**src/sv/ubxfr_pkg.sv**
```systemverilog
// Package with shared types and constants of the UBX frame receiver.
package ubxfr_pkg;

  localparam int unsigned CFG_IDX_W  = 3;
  localparam int unsigned CFG_DATA_W = 16;

  localparam logic [CFG_IDX_W-1:0] CFG_FIRST_SYNC     = 3'd0;
  localparam logic [CFG_IDX_W-1:0] CFG_SECOND_SYNC    = 3'd1;
  localparam logic [CFG_IDX_W-1:0] CFG_POSITION_CLASS = 3'd2;
  localparam logic [CFG_IDX_W-1:0] CFG_POSITION_MSG   = 3'd3;
  localparam logic [CFG_IDX_W-1:0] CFG_MIN_POS_LENGTH = 3'd4;

  localparam logic [7:0]  FIRST_SYNC_RST     = 8'd181;
  localparam logic [7:0]  SECOND_SYNC_RST    = 8'd98;
  localparam logic [7:0]  POSITION_CLASS_RST = 8'd1;
  localparam logic [7:0]  POSITION_MSG_RST   = 8'd2;
  localparam logic [15:0] MIN_POS_LENGTH_RST = 16'd20;

  localparam logic [15:0] POS_FIRST_BYTE = 16'd4;
  localparam logic [15:0] POS_END_BYTE   = 16'd20;

  typedef struct packed {
    logic [7:0]  first_sync;
    logic [7:0]  second_sync;
    logic [7:0]  position_class;
    logic [7:0]  position_message;
    logic [15:0] min_position_length;
  } cfg_t;

  typedef struct packed {
    logic [7:0]         frame_class;
    logic [7:0]         frame_message;
    logic [15:0]        frame_length;
    logic               checksum_good;
    logic [7:0]         acked_message;
    logic               position_updated;
    logic signed [31:0] longitude_out;
    logic signed [31:0] latitude_out;
    logic signed [31:0] ellipsoid_height;
    logic signed [31:0] sea_level_height;
  } result_t;

endpackage

```
**src/sv/ubxfr_if.sv**
```systemverilog
// Channel interfaces for received bytes and finished frame results.
interface ubxfr_in_if;
  logic       valid;
  logic       ready;
  logic [7:0] rx_byte;

  modport source (output valid, output rx_byte, input ready);
  modport sink (input valid, input rx_byte, output ready);
endinterface

interface ubxfr_out_if;
  logic               valid;
  logic               ready;
  logic [7:0]         frame_class;
  logic [7:0]         frame_message;
  logic [15:0]        frame_length;
  logic               checksum_good;
  logic [7:0]         acked_message;
  logic               position_updated;
  logic signed [31:0] longitude_out;
  logic signed [31:0] latitude_out;
  logic signed [31:0] ellipsoid_height;
  logic signed [31:0] sea_level_height;

  modport source (
    output valid, input ready,
    output frame_class, output frame_message, output frame_length,
    output checksum_good, output acked_message, output position_updated,
    output longitude_out, output latitude_out, output ellipsoid_height,
    output sea_level_height
  );
  modport sink (
    input valid, output ready,
    input frame_class, input frame_message, input frame_length,
    input checksum_good, input acked_message, input position_updated,
    input longitude_out, input latitude_out, input ellipsoid_height,
    input sea_level_height
  );
endinterface

```
**src/sv/ubx_frame_receiver.sv**
```systemverilog
// Top level of the UBX frame receiver: byte in, one result per finished frame.
// Throughput is one received byte per cycle, stalled only while the final
// checksum byte of a frame waits for the result register to free up.
// A result is offered from the result register after its checksum byte is registered.
// Synchronous active-low reset restores the register defaults, zeroes the
// held position and returns the parser to sync hunting.
module ubx_frame_receiver
  import ubxfr_pkg::*;
(
  input  logic                  clk,
  input  logic                  rst_n,
  ubxfr_in_if.sink              in_ch,
  ubxfr_out_if.source           out_ch,
  input  logic                  cfg_we,
  input  logic [CFG_IDX_W-1:0]  cfg_index,
  input  logic [CFG_DATA_W-1:0] cfg_data
);

  cfg_t    cfg;
  result_t res;
  result_t out_res;
  logic    res_load;
  logic    res_free;
  logic    in_ready;
  logic    out_valid;

  ubxfr_cfg u_cfg (
    .clk       (clk),
    .rst_n     (rst_n),
    .cfg_we    (cfg_we),
    .cfg_index (cfg_index),
    .cfg_data  (cfg_data),
    .cfg       (cfg)
  );

  ubxfr_parser u_parser (
    .clk      (clk),
    .rst_n    (rst_n),
    .cfg      (cfg),
    .in_valid (in_ch.valid),
    .in_ready (in_ready),
    .in_byte  (in_ch.rx_byte),
    .res_free (res_free),
    .res_load (res_load),
    .res      (res)
  );

  ubxfr_out_reg u_out (
    .clk       (clk),
    .rst_n     (rst_n),
    .res_load  (res_load),
    .res       (res),
    .res_free  (res_free),
    .out_valid (out_valid),
    .out_ready (out_ch.ready),
    .out_res   (out_res)
  );

  assign in_ch.ready             = in_ready;
  assign out_ch.valid            = out_valid;
  assign out_ch.frame_class      = out_res.frame_class;
  assign out_ch.frame_message    = out_res.frame_message;
  assign out_ch.frame_length     = out_res.frame_length;
  assign out_ch.checksum_good    = out_res.checksum_good;
  assign out_ch.acked_message    = out_res.acked_message;
  assign out_ch.position_updated = out_res.position_updated;
  assign out_ch.longitude_out    = out_res.longitude_out;
  assign out_ch.latitude_out     = out_res.latitude_out;
  assign out_ch.ellipsoid_height = out_res.ellipsoid_height;
  assign out_ch.sea_level_height = out_res.sea_level_height;

endmodule

```
**src/sv/ubxfr_cfg.sv**
```systemverilog
// Configuration register bank of the UBX frame receiver.
module ubxfr_cfg
  import ubxfr_pkg::*;
(
  input  logic                  clk,
  input  logic                  rst_n,
  input  logic                  cfg_we,
  input  logic [CFG_IDX_W-1:0]  cfg_index,
  input  logic [CFG_DATA_W-1:0] cfg_data,
  output cfg_t                  cfg
);

  cfg_t cfg_r;
  cfg_t cfg_nxt;

  always_comb begin
    cfg_nxt = cfg_r;
    if (cfg_we) begin
      case (cfg_index)
        CFG_FIRST_SYNC:     cfg_nxt.first_sync          = cfg_data[7:0];
        CFG_SECOND_SYNC:    cfg_nxt.second_sync         = cfg_data[7:0];
        CFG_POSITION_CLASS: cfg_nxt.position_class      = cfg_data[7:0];
        CFG_POSITION_MSG:   cfg_nxt.position_message    = cfg_data[7:0];
        CFG_MIN_POS_LENGTH: cfg_nxt.min_position_length = cfg_data[15:0];
        default:            cfg_nxt = cfg_r;
      endcase
    end
  end

  always_ff @(posedge clk) begin
    if (!rst_n) begin
      cfg_r.first_sync          <= FIRST_SYNC_RST;
      cfg_r.second_sync         <= SECOND_SYNC_RST;
      cfg_r.position_class      <= POSITION_CLASS_RST;
      cfg_r.position_message    <= POSITION_MSG_RST;
      cfg_r.min_position_length <= MIN_POS_LENGTH_RST;
    end else begin
      cfg_r <= cfg_nxt;
    end
  end

  assign cfg = cfg_r;

endmodule

```
**src/sv/ubxfr_parser.sv**
```systemverilog
// Input byte register and frame parser with checksum and position capture.
module ubxfr_parser
  import ubxfr_pkg::*;
(
  input  logic       clk,
  input  logic       rst_n,
  input  cfg_t       cfg,
  input  logic       in_valid,
  output logic       in_ready,
  input  logic [7:0] in_byte,
  input  logic       res_free,
  output logic       res_load,
  output result_t    res
);

  localparam logic [3:0] PH_SYNC1   = 4'd0;
  localparam logic [3:0] PH_SYNC2   = 4'd1;
  localparam logic [3:0] PH_CLASS   = 4'd2;
  localparam logic [3:0] PH_ID      = 4'd3;
  localparam logic [3:0] PH_LEN_LO  = 4'd4;
  localparam logic [3:0] PH_LEN_HI  = 4'd5;
  localparam logic [3:0] PH_PAYLOAD = 4'd6;
  localparam logic [3:0] PH_CK_A    = 4'd7;
  localparam logic [3:0] PH_CK_B    = 4'd8;

  logic         s1_valid_r, s1_valid_nxt;
  logic [7:0]   s1_byte_r;
  logic [3:0]   phase_r, phase_nxt;
  logic [7:0]   class_r, class_nxt;
  logic [7:0]   msg_r, msg_nxt;
  logic [15:0]  len_r, len_nxt;
  logic [15:0]  count_r, count_nxt;
  logic [7:0]   sum_a_r, sum_a_nxt;
  logic [7:0]   sum_b_r, sum_b_nxt;
  logic [7:0]   ck_a_r, ck_a_nxt;
  logic [7:0]   second_r, second_nxt;
  logic [127:0] cap_r, cap_nxt;
  logic [127:0] held_r, held_nxt;

  logic         advance;
  logic         in_fire;
  logic [7:0]   b;
  logic [7:0]   sa_add;
  logic [7:0]   sb_add;
  logic [15:0]  count_inc;
  logic [3:0]   cap_off;
  logic         in_window;
  logic         good;
  logic         upd;
  logic [15:0]  len_full;

  assign b        = s1_byte_r;
  assign advance  = s1_valid_r && ((phase_r != PH_CK_B) || res_free);
  assign in_ready = !s1_valid_r || advance;
  assign in_fire  = in_valid && in_ready;
  assign res_load = advance && (phase_r == PH_CK_B);

  assign sa_add    = sum_a_r + b;
  assign sb_add    = sum_b_r + sa_add;
  assign count_inc = count_r + 16'd1;
  assign cap_off   = 4'(count_r - POS_FIRST_BYTE);
  assign in_window = (count_r >= POS_FIRST_BYTE) && (count_r < POS_END_BYTE);
  assign len_full  = {b, len_r[7:0]};

  assign good = (ck_a_r == sum_a_r) && (b == sum_b_r);
  assign upd  = good && (class_r == cfg.position_class) &&
                (msg_r == cfg.position_message) &&
                (len_r >= cfg.min_position_length);

  always_comb begin
    s1_valid_nxt = in_fire ? 1'b1 : (advance ? 1'b0 : s1_valid_r);
    phase_nxt  = phase_r;
    class_nxt  = class_r;
    msg_nxt    = msg_r;
    len_nxt    = len_r;
    count_nxt  = count_r;
    sum_a_nxt  = sum_a_r;
    sum_b_nxt  = sum_b_r;
    ck_a_nxt   = ck_a_r;
    second_nxt = second_r;
    cap_nxt    = cap_r;
    held_nxt   = held_r;
    if (advance) begin
      case (phase_r)
        PH_SYNC1: begin
          if (b == cfg.first_sync) begin
            phase_nxt = PH_SYNC2;
          end
        end
        PH_SYNC2: begin
          phase_nxt = (b == cfg.second_sync) ? PH_CLASS : PH_SYNC1;
        end
        PH_CLASS: begin
          class_nxt  = b;
          sum_a_nxt  = b;
          sum_b_nxt  = b;
          second_nxt = 8'd0;
          cap_nxt    = '0;
          phase_nxt  = PH_ID;
        end
        PH_ID: begin
          msg_nxt   = b;
          sum_a_nxt = sa_add;
          sum_b_nxt = sb_add;
          phase_nxt = PH_LEN_LO;
        end
        PH_LEN_LO: begin
          len_nxt   = {8'd0, b};
          sum_a_nxt = sa_add;
          sum_b_nxt = sb_add;
          phase_nxt = PH_LEN_HI;
        end
        PH_LEN_HI: begin
          len_nxt   = len_full;
          sum_a_nxt = sa_add;
          sum_b_nxt = sb_add;
          count_nxt = 16'd0;
          phase_nxt = (len_full == 16'd0) ? PH_CK_A : PH_PAYLOAD;
        end
        PH_PAYLOAD: begin
          sum_a_nxt = sa_add;
          sum_b_nxt = sb_add;
          if (count_r == 16'd1) begin
            second_nxt = b;
          end
          if (in_window) begin
            cap_nxt[8*cap_off +: 8] = b;
          end
          count_nxt = count_inc;
          if (count_inc >= len_r) begin
            phase_nxt = PH_CK_A;
          end
        end
        PH_CK_A: begin
          ck_a_nxt  = b;
          phase_nxt = PH_CK_B;
        end
        PH_CK_B: begin
          if (upd) begin
            held_nxt = cap_r;
          end
          phase_nxt = PH_SYNC1;
        end
        default: begin
          phase_nxt = PH_SYNC1;
        end
      endcase
    end
  end

  always_comb begin
    res.frame_class      = class_r;
    res.frame_message    = msg_r;
    res.frame_length     = len_r;
    res.checksum_good    = good;
    res.acked_message    = (len_r >= 16'd2) ? second_r : 8'd0;
    res.position_updated = upd;
    res.longitude_out    = held_nxt[31:0];
    res.latitude_out     = held_nxt[63:32];
    res.ellipsoid_height = held_nxt[95:64];
    res.sea_level_height = held_nxt[127:96];
  end

  always_ff @(posedge clk) begin
    if (in_fire) begin
      s1_byte_r <= in_byte;
    end
  end

  always_ff @(posedge clk) begin
    if (!rst_n) begin
      s1_valid_r <= 1'b0;
      phase_r    <= PH_SYNC1;
      class_r    <= 8'd0;
      msg_r      <= 8'd0;
      len_r      <= 16'd0;
      count_r    <= 16'd0;
      sum_a_r    <= 8'd0;
      sum_b_r    <= 8'd0;
      ck_a_r     <= 8'd0;
      second_r   <= 8'd0;
      cap_r      <= '0;
      held_r     <= '0;
    end else begin
      s1_valid_r <= s1_valid_nxt;
      phase_r    <= phase_nxt;
      class_r    <= class_nxt;
      msg_r      <= msg_nxt;
      len_r      <= len_nxt;
      count_r    <= count_nxt;
      sum_a_r    <= sum_a_nxt;
      sum_b_r    <= sum_b_nxt;
      ck_a_r     <= ck_a_nxt;
      second_r   <= second_nxt;
      cap_r      <= cap_nxt;
      held_r     <= held_nxt;
    end
  end

endmodule

```
**src/sv/ubxfr_out_reg.sv**
```systemverilog
// Result register that holds one finished frame until it is taken.
module ubxfr_out_reg
  import ubxfr_pkg::*;
(
  input  logic    clk,
  input  logic    rst_n,
  input  logic    res_load,
  input  result_t res,
  output logic    res_free,
  output logic    out_valid,
  input  logic    out_ready,
  output result_t out_res
);

  logic    valid_r, valid_nxt;
  result_t res_r;

  assign res_free  = !valid_r || out_ready;
  assign valid_nxt = res_load ? 1'b1 : (out_ready ? 1'b0 : valid_r);

  always_ff @(posedge clk) begin
    if (res_load) begin
      res_r <= res;
    end
  end

  always_ff @(posedge clk) begin
    if (!rst_n) begin
      valid_r <= 1'b0;
    end else begin
      valid_r <= valid_nxt;
    end
  end

  assign out_valid = valid_r;
  assign out_res   = res_r;

endmodule

```
**src/flat_wrapper.sv**
```systemverilog
// flat-port wrapper written by rule: the top's interface ports become plain ports
module ubx_frame_receiver_flat import ubxfr_pkg::*;
  (clk, rst_n, cfg_we, cfg_index, cfg_data, in_ch_valid, in_ch_rx_byte, in_ch_ready, out_ch_valid, out_ch_ready, out_ch_frame_class, out_ch_frame_message, out_ch_frame_length, out_ch_checksum_good, out_ch_acked_message, out_ch_position_updated, out_ch_longitude_out, out_ch_latitude_out, out_ch_ellipsoid_height, out_ch_sea_level_height);
  ubxfr_in_if in_ch_i ();
  ubxfr_out_if out_ch_i ();
  input  logic clk;
  input  logic rst_n;
  input  logic cfg_we;
  input  logic [CFG_IDX_W-1:0] cfg_index;
  input  logic [CFG_DATA_W-1:0] cfg_data;
  input wire logic [$bits(in_ch_i.valid)-1:0] in_ch_valid;
  input wire logic [$bits(in_ch_i.rx_byte)-1:0] in_ch_rx_byte;
  output wire logic [$bits(in_ch_i.ready)-1:0] in_ch_ready;
  output wire logic [$bits(out_ch_i.valid)-1:0] out_ch_valid;
  input wire logic [$bits(out_ch_i.ready)-1:0] out_ch_ready;
  output wire logic [$bits(out_ch_i.frame_class)-1:0] out_ch_frame_class;
  output wire logic [$bits(out_ch_i.frame_message)-1:0] out_ch_frame_message;
  output wire logic [$bits(out_ch_i.frame_length)-1:0] out_ch_frame_length;
  output wire logic [$bits(out_ch_i.checksum_good)-1:0] out_ch_checksum_good;
  output wire logic [$bits(out_ch_i.acked_message)-1:0] out_ch_acked_message;
  output wire logic [$bits(out_ch_i.position_updated)-1:0] out_ch_position_updated;
  output wire logic [$bits(out_ch_i.longitude_out)-1:0] out_ch_longitude_out;
  output wire logic [$bits(out_ch_i.latitude_out)-1:0] out_ch_latitude_out;
  output wire logic [$bits(out_ch_i.ellipsoid_height)-1:0] out_ch_ellipsoid_height;
  output wire logic [$bits(out_ch_i.sea_level_height)-1:0] out_ch_sea_level_height;
  assign in_ch_i.valid = in_ch_valid;
  assign in_ch_i.rx_byte = in_ch_rx_byte;
  assign in_ch_ready = in_ch_i.ready;
  assign out_ch_valid = out_ch_i.valid;
  assign out_ch_i.ready = out_ch_ready;
  assign out_ch_frame_class = out_ch_i.frame_class;
  assign out_ch_frame_message = out_ch_i.frame_message;
  assign out_ch_frame_length = out_ch_i.frame_length;
  assign out_ch_checksum_good = out_ch_i.checksum_good;
  assign out_ch_acked_message = out_ch_i.acked_message;
  assign out_ch_position_updated = out_ch_i.position_updated;
  assign out_ch_longitude_out = out_ch_i.longitude_out;
  assign out_ch_latitude_out = out_ch_i.latitude_out;
  assign out_ch_ellipsoid_height = out_ch_i.ellipsoid_height;
  assign out_ch_sea_level_height = out_ch_i.sea_level_height;
  ubx_frame_receiver u_core (.clk(clk), .rst_n(rst_n), .in_ch(in_ch_i), .out_ch(out_ch_i), .cfg_we(cfg_we), .cfg_index(cfg_index), .cfg_data(cfg_data));
endmodule
```
**config.mk**
```make
export PLATFORM = sky130hd
export DESIGN_NAME = ubx_frame_receiver_flat
export DESIGN_NICKNAME = d
export VERILOG_FILES = /design/src/sv/ubxfr_pkg.sv /design/src/sv/ubxfr_if.sv /design/src/sv/ubx_frame_receiver.sv /design/src/sv/ubxfr_cfg.sv /design/src/sv/ubxfr_parser.sv /design/src/sv/ubxfr_out_reg.sv /design/src/flat_wrapper.sv
export SDC_FILE = /design/constraint.sdc
export NUM_CORES = 1
export LEC_CHECK = 0
export BUFFER_PORTS_ARGS = -buffer_cell sky130_fd_sc_hd__clkbuf_2
export CAP_MARGIN = 20
export CORE_MARGIN = 1
export CORE_UTILIZATION = 30
export DETAILED_ROUTE_END_ITERATION = 8
export PLACE_DENSITY_LB_ADDON = 0.08
export SLEW_MARGIN = 20
export SYNTH_ARGS = -nofsm -noshare
export SYNTH_HDL_FRONTEND = slang
export SYNTH_SLANG_ARGS = --single-unit
```
**constraint.sdc**
```tcl
create_clock -name clk -period 12.8 [get_ports clk]
set_input_delay 1.28 -clock clk [delete_from_list [all_inputs] [get_ports clk]]
set_output_delay 1.28 -clock clk [all_outputs]
set_load 0.02 [all_outputs]
```
==> flow_summary.toml, run 1 <==
[clock_tree]
cts_buffer_depth = 3
hold_buffers = 0
h-tree-depth = 3
clkLatencyLatePin_ns = 0.63
clk_pin_slew_ns = 0.06
cts_tree = "yes"
cts_setup_buffers = 0
cts_sinks = 568
cts_root_buf = "clkbuf_16"
cts_made_buffers = 68
cts_resized = 0

[drt]
drtIter0Drc = 847
wire_per_inst_um = 19.5
vias = 15700
routed_wl_um = 65200
final_antenna_net_count = 0
avgViaCountPerCell = 4.68
drc = 0
drtPass1Iterations = 4

[status]
outcome = "completed"

[global_route]
grt_max_degree = 148
overflow = 0
antenna_found_initial = 0
track_usage_pct = 16.4
grt_pass1_vias = 15600
grt_pass1_wl_um = 98200

[place]
post-dp-hpwl_um = 41400
gp_congestion = 0.758
io_buffers = 203

[setup_path]
crit_path_cell_trace = "inv_1 > ha_1 > a211oi_1 > o21bai_1 > a211oi_1 > o31a_1 > a2111o_2 > buf_4 > buf_4 > mux2_4 > and2_1"
endpoint_kind = "register"
r2r_slack_ns = 8.74
r2r_end = "u_core.u_parser.held_r[52]$_SDFF_PN0_"
required_ns = 13.30
slowest_stage = "buf_4"
slowest_delay_ns = 0.80
arrival_ns = 4.56
crit_type = "reg -> reg"
startpoint_type = "register"
cp_max_fo = 53
startpoint = "u_core.u_cfg.cfg[9]$_SDFFE_PN0P_"
reg2reg_depth = 11
r2r-start = "u_core.u_cfg.cfg[9]$_SDFFE_PN0P_"

[hold_path]
min_from = "u_core.u_parser.cap_r[101]$_SDFFE_PN0P_"
hold_path.class = "reg -> reg"
min_path_cells = 2
min_to = "u_core.u_parser.cap_r[101]$_SDFFE_PN0P_"

[pwr]
p_leak_nw = 10.3
p_comb_share_pct = 2.7
p_total_w = 0.00394
internal_power_w = 0.00305
p_switching_w = 0.000890
p_sw_share_pct = 22.6
p_clk_share_pct = 50.2
vdd_drop_max_v = 0.0000805
seqPwrFrac_pct = 47.1
p_per_area_nw_per_um2 = 141

[sta]
fin_crit_ns = 4.06
grt_setup_unrepaired = "no"
final_max_slew_viol_count = 0
worst_pin_slew_ns = 1.11
max_slew_margin_pct = 26.0
fin_worst_skew_ns = 0.0343
min_period_over_period_pct = 31.7
hold_viol = 0
setup_tns_ns = 0
max_freq_ghz = 0.246
setup_viol = 0

[synthesis]
yosysSeqAreaShare_pct = 55.9
synth_warnings = 0
synth.avg_cell_area_um2 = 11.3
synthFlopType = "dfxtp_1"
synth.area.top_cells = "dfxtp_1, edfxtp_1, mux2_4"
synthArstFlopShare_pct = 0
synth_top_area_share_pct = 33.2
netlist_area_um2 = 23500
synth.largest_area_cell = "dfxtp_1"
syn_inst = 2081
synth_enable_flop_cells = 178
synthDistinctLibCells = 63
synthesis.nets = 2169
synth_seq_cells = 568

[die]
start_util_pct = 30.4
ios = 204
die-area_um2 = 79500
die_w_um = 282
rows = 102
die_y_um = 282
coreArea_um2 = 77500

[final_layout]
nets = 2340
syn_to_final_growth_pct = 18.4
nFillCells = 7727
diodes = 0
layout-drive-gt1-share_pct = 21.4
mostFrequentLayoutCell = "dfxtp_1"
final_cell_mix = "dfxtp_1, nand2_1, clkbuf_2, edfxtp_1, and2_1"

[job]
maxCapViolCount = 0
-- through the flow --
| stage | hold WS [ns] | setup slack [ns] | utilization [%] | cell area (um^2) | std cells |
|---|---|---|---|---|---|
| finish | 0.450 | 8.74 | 36.0 | 27900 | 3347 |
| global route | 0.491 | 8.41 | 36.0 | 27900 | 3347 |
| CTS | 0.459 | 8.68 | 35.9 | 27800 | 3347 |
| detailed placement | 0.446 | 8.43 | 32.9 | 25500 | 3222 |
| global placement | 0.447 | 8.40 | 32.9 | 25500 | 3221 |
| floorplan | 0.425 | 3.44 | - | 23500 | 2081 |
-- power groups by stage --
stage	Clock (W)	Sequential (W)	Combinational, W
2_1_floorplan	0	0.00190	0.0000576
3_3_place_gp	0	0.00189	0.000107
3_5_place_dp	0	0.00189	0.000108
4_1_cts	0.00204	0.00185	0.000108
5_1_grt	0.00211	0.00185	0.000114
6_report	0.00198	0.00186	0.000106
-- kinds of logic after synthesis --
| logic type | after synthesis | synth area share (%) |
|---|---|---|
| AO/OA/AOI/OAI | 358 | 10.4 |
| XOR/XNOR | 78 | 2.90 |
| adder cells (fa/ha/maj) | 56 | 3.04 |
| buffers and inverters | 172 | 3.19 |
| flip-flops | 568 | 55.9 |
| multiplexers | 143 | 8.69 |
| AND/OR/NAND/NOR | 706 | 15.8 |
-- per-layer routing --
layer,GRT usage (%),share of wire (%),vias to the layer above
met2,27.4,48,309
met4,5.92,3.0,0
li1,-,-,7625
met5,0,0,-
met1,21.1,45,7615
met3,2.73,3.7,114
-- synthesized netlist by cell type (3+ instances only) --
cell type and count:
a31oi_1 3, nor2b_1 132, nand2b_1 4, mux2_4 120
nor4_1 22, nor2_1 59, a21o_1 11, o211a_1 4
a22oi_1 69, a21oi_1 55, a211oi_1 4, buf_6 12
nor3b_1 3, mux2_2 9, and3_1 7, ha_1 54
nor3_1 15, clkbuf_1 103, a32o_1 8, o21a_1 5
xor2_1 26, nand2_1 216, nand4_1 16, dfxtp_1 390
a21boi_0 79, buf_2 8, or2_2 13, mux2i_1 14
o21bai_1 4, o21ai_0 69, or3_1 8, edfxtp_1 178
and2_1 155, a32oi_1 32, nand3b_1 7, buf_1 3
inv_1 44, xnor2_1 52, nand3_1 37, o211ai_1 6
-- layout make-up --
class	instances	area (um^2)	share of cell area, %
repair buffers	228	1220	4.40
multi-input cells	1341	9680	34.7
clock buffers	87	1850	6.66
flip-flops and latches	568	13200	47.2
well taps	1040	1300	4.67
inverters	45	169	0.606
clock inverters	38	472	1.69
-- how the worst max path moves through the flow --
stage	to	slack (ns)
after floorplan	u_core.u_out.out_res[0]$_DFFE_PP_	3.44
after global placement	u_core.u_parser.held_r[71]$_SDFF_PN0_	8.40
after detailed placement	u_core.u_parser.held_r[74]$_SDFF_PN0_	8.43
after CTS	u_core.u_parser.held_r[52]$_SDFF_PN0_	8.68
after global routing	u_core.u_parser.phase_r[3]$_SDFFE_PN0P_	8.41
final	u_core.u_parser.held_r[52]$_SDFF_PN0_	8.74
-- worst max-delay path, delay by kind of cell (launching register included) --
family | cells | cell delay (ns)
and+or+nand+nor | 1 | 0.16
muxes | 1 | 0.36
AOI/OAI and AO/OA | 5 | 1.06
DFF | 1 | 0.34
buffers and inverters | 3 | 1.65
adders and majority gates | 1 | 0.28
-- state kept, by name, indices dropped and copies added, names as in the netlist --
signal and cells:
u_core.u_parser.count_r 16, u_core.u_parser.held_r 128, u_core.u_parser.len_r 16, u_core.u_out.out_valid 1, u_core.u_parser.sum_a_r 8, u_core.u_parser.phase_r 4
u_core.u_out.out_res 170, u_core.u_cfg.cfg 48, u_core.u_parser.s1_valid_r 1, u_core.u_parser.msg_r 8, u_core.u_parser.second_r 8, u_core.u_parser.sum_b_r 8
u_core.u_parser.ck_a_r 8, u_core.u_parser.class_r 8, u_core.u_parser.b 8, u_core.u_parser.cap_r 128
Power figures use the tool's default switching activity.
==> run 2, diff against run 1 <==
--- a/config.mk
+++ b/config.mk
@@ -5,6 +5,7 @@
 export SDC_FILE = /design/constraint.sdc
 export NUM_CORES = 1
 export LEC_CHECK = 0
+export ABC_AREA = 1
 export BUFFER_PORTS_ARGS = -buffer_cell sky130_fd_sc_hd__clkbuf_2
 export CAP_MARGIN = 20
 export CORE_MARGIN = 1
==> constraint.sdc (replaced) <==
create_clock -name clk -period 4 [get_ports clk]
set_input_delay 0.4 -clock clk [delete_from_list [all_inputs] [get_ports clk]]
set_output_delay 0.4 -clock clk [all_outputs]
set_load 0.02 [all_outputs]
==> flow_summary.toml, run 2 <==
[status]
outcome = "completed"

[place]
dp_slack_ns = 0.727
io_buffers = 203
gp_congestion = 0.897
dp_cells = 4374
place_area_um2 = 27200
post-dp-hpwl_um = 56100

[setup_path]
r2r_end = "u_core.u_out.out_res[14]$_DFFE_PP_"
r2r_slack_ns = 0.75
arrival_ns = 3.60
crit_type = "reg -> reg"
startpoint_type = "register"
reg2reg_depth = 12
cp_max_fo = 65
endpoint_kind = "register"
r2r-start = "u_core.u_parser.phase_r[0]$_SDFFE_PN0P_"
required_ns = 4.35

[die]
die_w_um = 291
start_util_pct = 30.4
rows = 105
ios = 204
die_y_um = 291
die-area_um2 = 84600
coreArea_um2 = 82400

[synthesis]
synthFlopType = "dfxtp_1"
synth_top_area_share_pct = 31.2
synthesis.nets = 3303
synth_seq_cells = 568
synth_warnings = 0
synth_enable_flop_cells = 178
synth.avg_cell_area_um2 = 7.79
synthArstFlopShare_pct = 0
synthDistinctLibCells = 37
synth.largest_area_cell = "dfxtp_1"
synth.area.top_cells = "dfxtp_1, edfxtp_1, nand2_1"
synth_commonest_cells = "nand2_1, inv_1, dfxtp_1, nor2_1, a21oi_1"
yosysMostFrequentCell = "nand2_1"
netlist_area_um2 = 25000
yosysSeqAreaShare_pct = 52.5
syn_inst = 3215

[sta]
fin_worst_skew_ns = 0.0228
max_freq_ghz = 0.308
max_slew_margin_pct = 30.4
fin_crit_ns = 3.25
setup_tns_ns = 0
setup_viol = 0
hold_slack_ns = 0.0657
hold_viol = 0
final_max_slew_viol_count = 0
worst_pin_slew_ns = 1.04
grt_setup_unrepaired = "no"
fin_ws_ns = 0.750
min_period_over_period_pct = 81.3

[hold_path]
hold_path.class = "in -> reg"
min_path_cells = 1
min_to = "u_core.u_parser.b[7]$_DFFE_PP_"
min_from = "in_ch_rx_byte[7]"

[clock_tree]
h-tree-depth = 3
cts_resized = 0
cts_tree = "yes"
clk_pin_slew_ns = 0.06
cts_root_buf = "clkbuf_16"
cts_buffer_depth = 3
hold_buffers = 7
cts_sinks = 568
cts_setup_buffers = 0
clkLatencyLatePin_ns = 0.61
cts_made_buffers = 69

[final_layout]
syn_to_final_growth_pct = 17.9
mostFrequentLayoutCell = "nand2_1"
final_cell_mix = "nand2_1, inv_1, dfxtp_1, nor2_1, a21oi_1"
multiInputGateArea_um2 = 9240
fin_cells = 4509
nFillCells = 8664
ff_latch_area_um2 = 13200
diodes = 0
final_area_um2 = 29500
nets = 3470
largest_reg_flops = 170
layout-drive-gt1-share_pct = 10.8

[drt]
drc = 0
drtPass1Iterations = 5
routed_wl_um = 79200
vias = 20900
avgViaCountPerCell = 4.63
drtIter0Drc = 1443
final_antenna_net_count = 0
wire_per_inst_um = 17.6

[global_route]
grt_pass1_vias = 20500
grt_max_degree = 152
overflow = 0
antenna_found_initial = 0
track_usage_pct = 18.6
grt_pass1_wl_um = 122000

[pwr]
vdd_drop_max_v = 0.000306
p_leak_nw = 12.8
p_per_area_nw_per_um2 = 436

[job]
maxCapViolCount = 0
[run 2: changes by cell type in the layout (fill, tap and decap cells not counted), sizes merged, moves of 28 or more]
cell / previous run / this run
a21boi: 79 / 1
a21oi: 55 / 256
a22oi: 69 / 0
a32oi: 32 / 0
and2: 155 / 2
inv: 47 / 557
mux2: 129 / 0
nand2: 216 / 772
nand3: 37 / 132
nand4: 16 / 144
nor2: 60 / 367
nor2b: 132 / 0
o21ai: 69 / 97
xnor2: 52 / 12
[run 2: critical path: stages, from the launching register on]
cell and delay, ns:
dfxtp_1 0.49, inv_1 0.10, nand2_1 0.11, nor3_2 0.06, nand3_1 0.08, nand2_2 0.12, inv_2 0.28, nand2_1 0.22
inv_8 0.25, buf_4 0.66, nand4_1 0.29, nand2_1 0.20, inv_1 0.05
[run 2: layer usage]
metal	vias to the layer above	part of all wire (%)	global-route usage, %
li1	10500	-	-
met1	9772	47	25.3
met2	458	46	30.0
met3	121	4.0	2.83
met4	0	2.8	6.23
met5	-	0	0
[run 2: final cells by class]
type	count	area share, %
multi-input cells	1941	31.3
inverters	557	7.13
repair buffers	245	4.87
flip-flops and latches	568	44.6
well taps	1070	4.54
clock buffers	97	6.62
clock inverters	31	0.983
[run 2: cells by family after synthesis]
group | share of synthesized area, %
DFF | 52.5
AOI/OAI and AO/OA | 7.85
and+or+nand+nor | 24.6
adders and majority gates | 2.86
buffers and inverters | 10.8
xor gates and xnor gates | 1.40
[run 2: power breakdown]
part           switching (W)  internal (W)
registers          0.0000483       0.00597
clock network        0.00249       0.00374
logic               0.000454      0.000159
[run 2: how the worst max path moves through the flow]
stage,startpoint,to,slack (ns),depth (start not counted)
after floorplan,u_core.u_parser.phase_r[0]$_SDFFE_PN0P_,u_core.u_out.out_res[22]$_DFFE_PP_,0.007,13
after global placement,u_core.u_parser.b[0]$_DFFE_PP_,u_core.u_out.out_res[106]$_DFFE_PP_,0.75,13
after detailed placement,u_core.u_parser.phase_r[0]$_SDFFE_PN0P_,u_core.u_out.out_res[14]$_DFFE_PP_,0.73,12
after CTS,u_core.u_parser.phase_r[0]$_SDFFE_PN0P_,u_core.u_out.out_res[14]$_DFFE_PP_,0.69,12
after global routing,u_core.u_parser.phase_r[0]$_SDFFE_PN0P_,u_core.u_out.out_res[14]$_DFFE_PP_,0.45,12
final,u_core.u_parser.phase_r[0]$_SDFFE_PN0P_,u_core.u_out.out_res[14]$_DFFE_PP_,0.75,12
[run 2: metrics by stage]
stage	utilization [%]	power, W
floorplan	-	0.00652
global placement	33.0	0.00676
detailed placement	33.0	0.00676
CTS	35.8	0.0131
global route	35.8	0.0134
finish	35.8	0.0129
==> run 3, diff against run 2 <==
==> constraint.sdc (replaced) <==
create_clock -name clk -period 3.3 [get_ports clk]
set_input_delay 0.33 -clock clk [delete_from_list [all_inputs] [get_ports clk]]
set_output_delay 0.33 -clock clk [all_outputs]
set_load 0.02 [all_outputs]
==> flow_summary.toml, run 3 (same netlist as run 2, synthesis figures left out) <==
[setup_path]
path_common_cell = "inv_1"
crit_type = "reg -> reg"
startpoint_type = "register"
required_ns = 3.79
critPathTopFamily = "simple AND/OR/NAND/NOR gates"
crit_path_cell_trace = "inv_1 > ha_1 > ha_1 > inv_1 > nor2_1 > inv_1 > nor2_1 > inv_1 > o21ai_1 > nand2_1 > a21oi_1 > nor2_1"
endpoint_kind = "register"
cp_max_fo = 16
slowest_delay_ns = 0.49
arrival_ns = 3.43
slowest_stage = "dfxtp_1"
cp_num_buf_inv = 4

[die]
rows = 105
die_y_um = 291
coreArea_um2 = 82400
die-area_um2 = 84600
ios = 204
start_util_pct = 30.4
die_w_um = 291

[final_layout]
nFillCells = 8646
largest_reg_flops = 170
diodes = 0
fin_util_pct = 36.4
mostFrequentLayoutCell = "nand2_1"
final_cell_mix = "nand2_1, inv_1, dfxtp_1, nor2_1, a21oi_1"
syn_to_final_growth_pct = 19.6
layout-drive-gt1-share_pct = 11.7
nets = 3507

[sta]
fin_crit_ns = 2.94
fin_worst_skew_ns = 0.0226
hold_viol = 0
hold_slack_ns = 0.0451
final_max_slew_viol_count = 0
grt_setup_unrepaired = "no"
setup_tns_ns = 0
min_period_over_period_pct = 89.0
setup_viol = 0
max_slew_margin_pct = 28.6
worst_pin_slew_ns = 1.07
max_freq_ghz = 0.341

[clock_tree]
cts_tree = "yes"
clk_pin_slew_ns = 0.06
cts_root_buf = "clkbuf_16"
h-tree-depth = 3
clkLatencyLatePin_ns = 0.61
cts_buffer_depth = 3
cts_made_buffers = 69
cts_sinks = 568

[drt]
drc = 0
drtIter0Drc = 1352
routed_wl_um = 78700
avgViaCountPerCell = 4.64
wire_per_inst_um = 17.3
vias = 21100
drtPass1Iterations = 5
final_antenna_net_count = 0

[global_route]
track_usage_pct = 18.3
grt_pass1_wl_um = 121000
antenna_found_initial = 1
grt_max_degree = 107
grt_pass1_vias = 20400
overflow = 0

[job]
maxCapViolCount = 0

[place]
io_buffers = 203
post-dp-hpwl_um = 56700
gp_congestion = 0.872

[hold_path]
hold_path.class = "in -> reg"

[status]
outcome = "completed"

[pwr]
vdd_drop_max_v = 0.000318
p_leak_nw = 13.0
p_total_w = 0.0159
p_per_area_nw_per_um2 = 530
run 3: cell types whose count changed in the layout (fill, tap and decap cells not counted), sizes merged:
cell / delta
clkbuf: +5
buf: +30
bufinv: +2
dlygate4sd3: +7
clkinvlp: +1
clkinv: -8
run 3: worst paths after layout:
kind / startpoint / to / slack (ns) / depth (start not counted)
hold reg to reg: u_core.u_parser.class_r[5]$_SDFFE_PN0P_ / u_core.u_out.out_res[167]$_DFFE_PP_ / 0.45 / 0
hold / removal: cfg_data[12] / u_core.u_cfg.cfg[12]$_SDFFE_PN0P_ / 0.05 / 3
setup / recovery: u_core.u_parser.count_r[2]$_SDFFE_PN0P_ / u_core.u_parser.cap_r[65]$_SDFFE_PN0P_ / 0.36 / 12
setup reg to reg: u_core.u_parser.count_r[2]$_SDFFE_PN0P_ / u_core.u_parser.cap_r[65]$_SDFFE_PN0P_ / 0.36 / 12
run 3: routing by layer:
| layer | track usage [%] | vias to the layer above | wire length [um] |
|---|---|---|---|
| li1 | - | 10600 | - |
| met1 | 25.1 | 9924 | 37500 |
| met2 | 29.4 | 462 | 35800 |
| met3 | 2.73 | 112 | 3380 |
| met4 | 6.17 | 0 | 1980 |
| met5 | 0 | - | 0 |
run 3: worst reg2reg max path: stages (launching register included):
cell	delay [ns]
dfxtp_1	0.49
inv_1	0.13
ha_1	0.34
ha_1	0.41
inv_1	0.12
nor2_1	0.21
inv_1	0.13
nor2_1	0.17
inv_1	0.07
o21ai_1	0.13
nand2_1	0.32
a21oi_1	0.25
nor2_1	0.06
run 3: metrics by stage:
stage / cell area (um^2) / instances / setup slack [ns]
3_5_place_dp: 27500 / 4403 / 0.181
5_1_grt: 30000 / 4546 / 0.0391
3_3_place_gp: 27500 / 4403 / 0.365
2_1_floorplan: 25000 / 3215 / 0.288
4_1_cts: 29900 / 4545 / 0.161
6_report: 30000 / 4546 / 0.363
run 3: area by class of cell:
class | count | area [um^2] | share of cell area (%)
clock buffer | 102 | 1990 | 6.66
clock inverter | 26 | 327 | 1.09
inverter | 557 | 2110 | 7.03
multi-input combinational | 1941 | 9240 | 30.9
sequential | 568 | 13200 | 43.9
tap | 1070 | 1340 | 4.47
timing repair buffer | 282 | 1790 | 5.99
run 3: what timing repair did:
item | CTS | global route
gates resized for setup | 0 | 1
setup endpoints to repair | 0 | 4
buffers inserted | 0 | 1
hold buffers | 14 | 0
endpoints found under the hold margin | 14 | 0
run 3: power by group:
group / total, W / switching, W / internal [W]
Clock: 0.00778 / 0.00303 / 0.00475
Combinational: 0.000784 / 0.000561 / 0.000224
Sequential: 0.00729 / 0.0000517 / 0.00724
Total: 0.0159 / 0.00365 / 0.0122
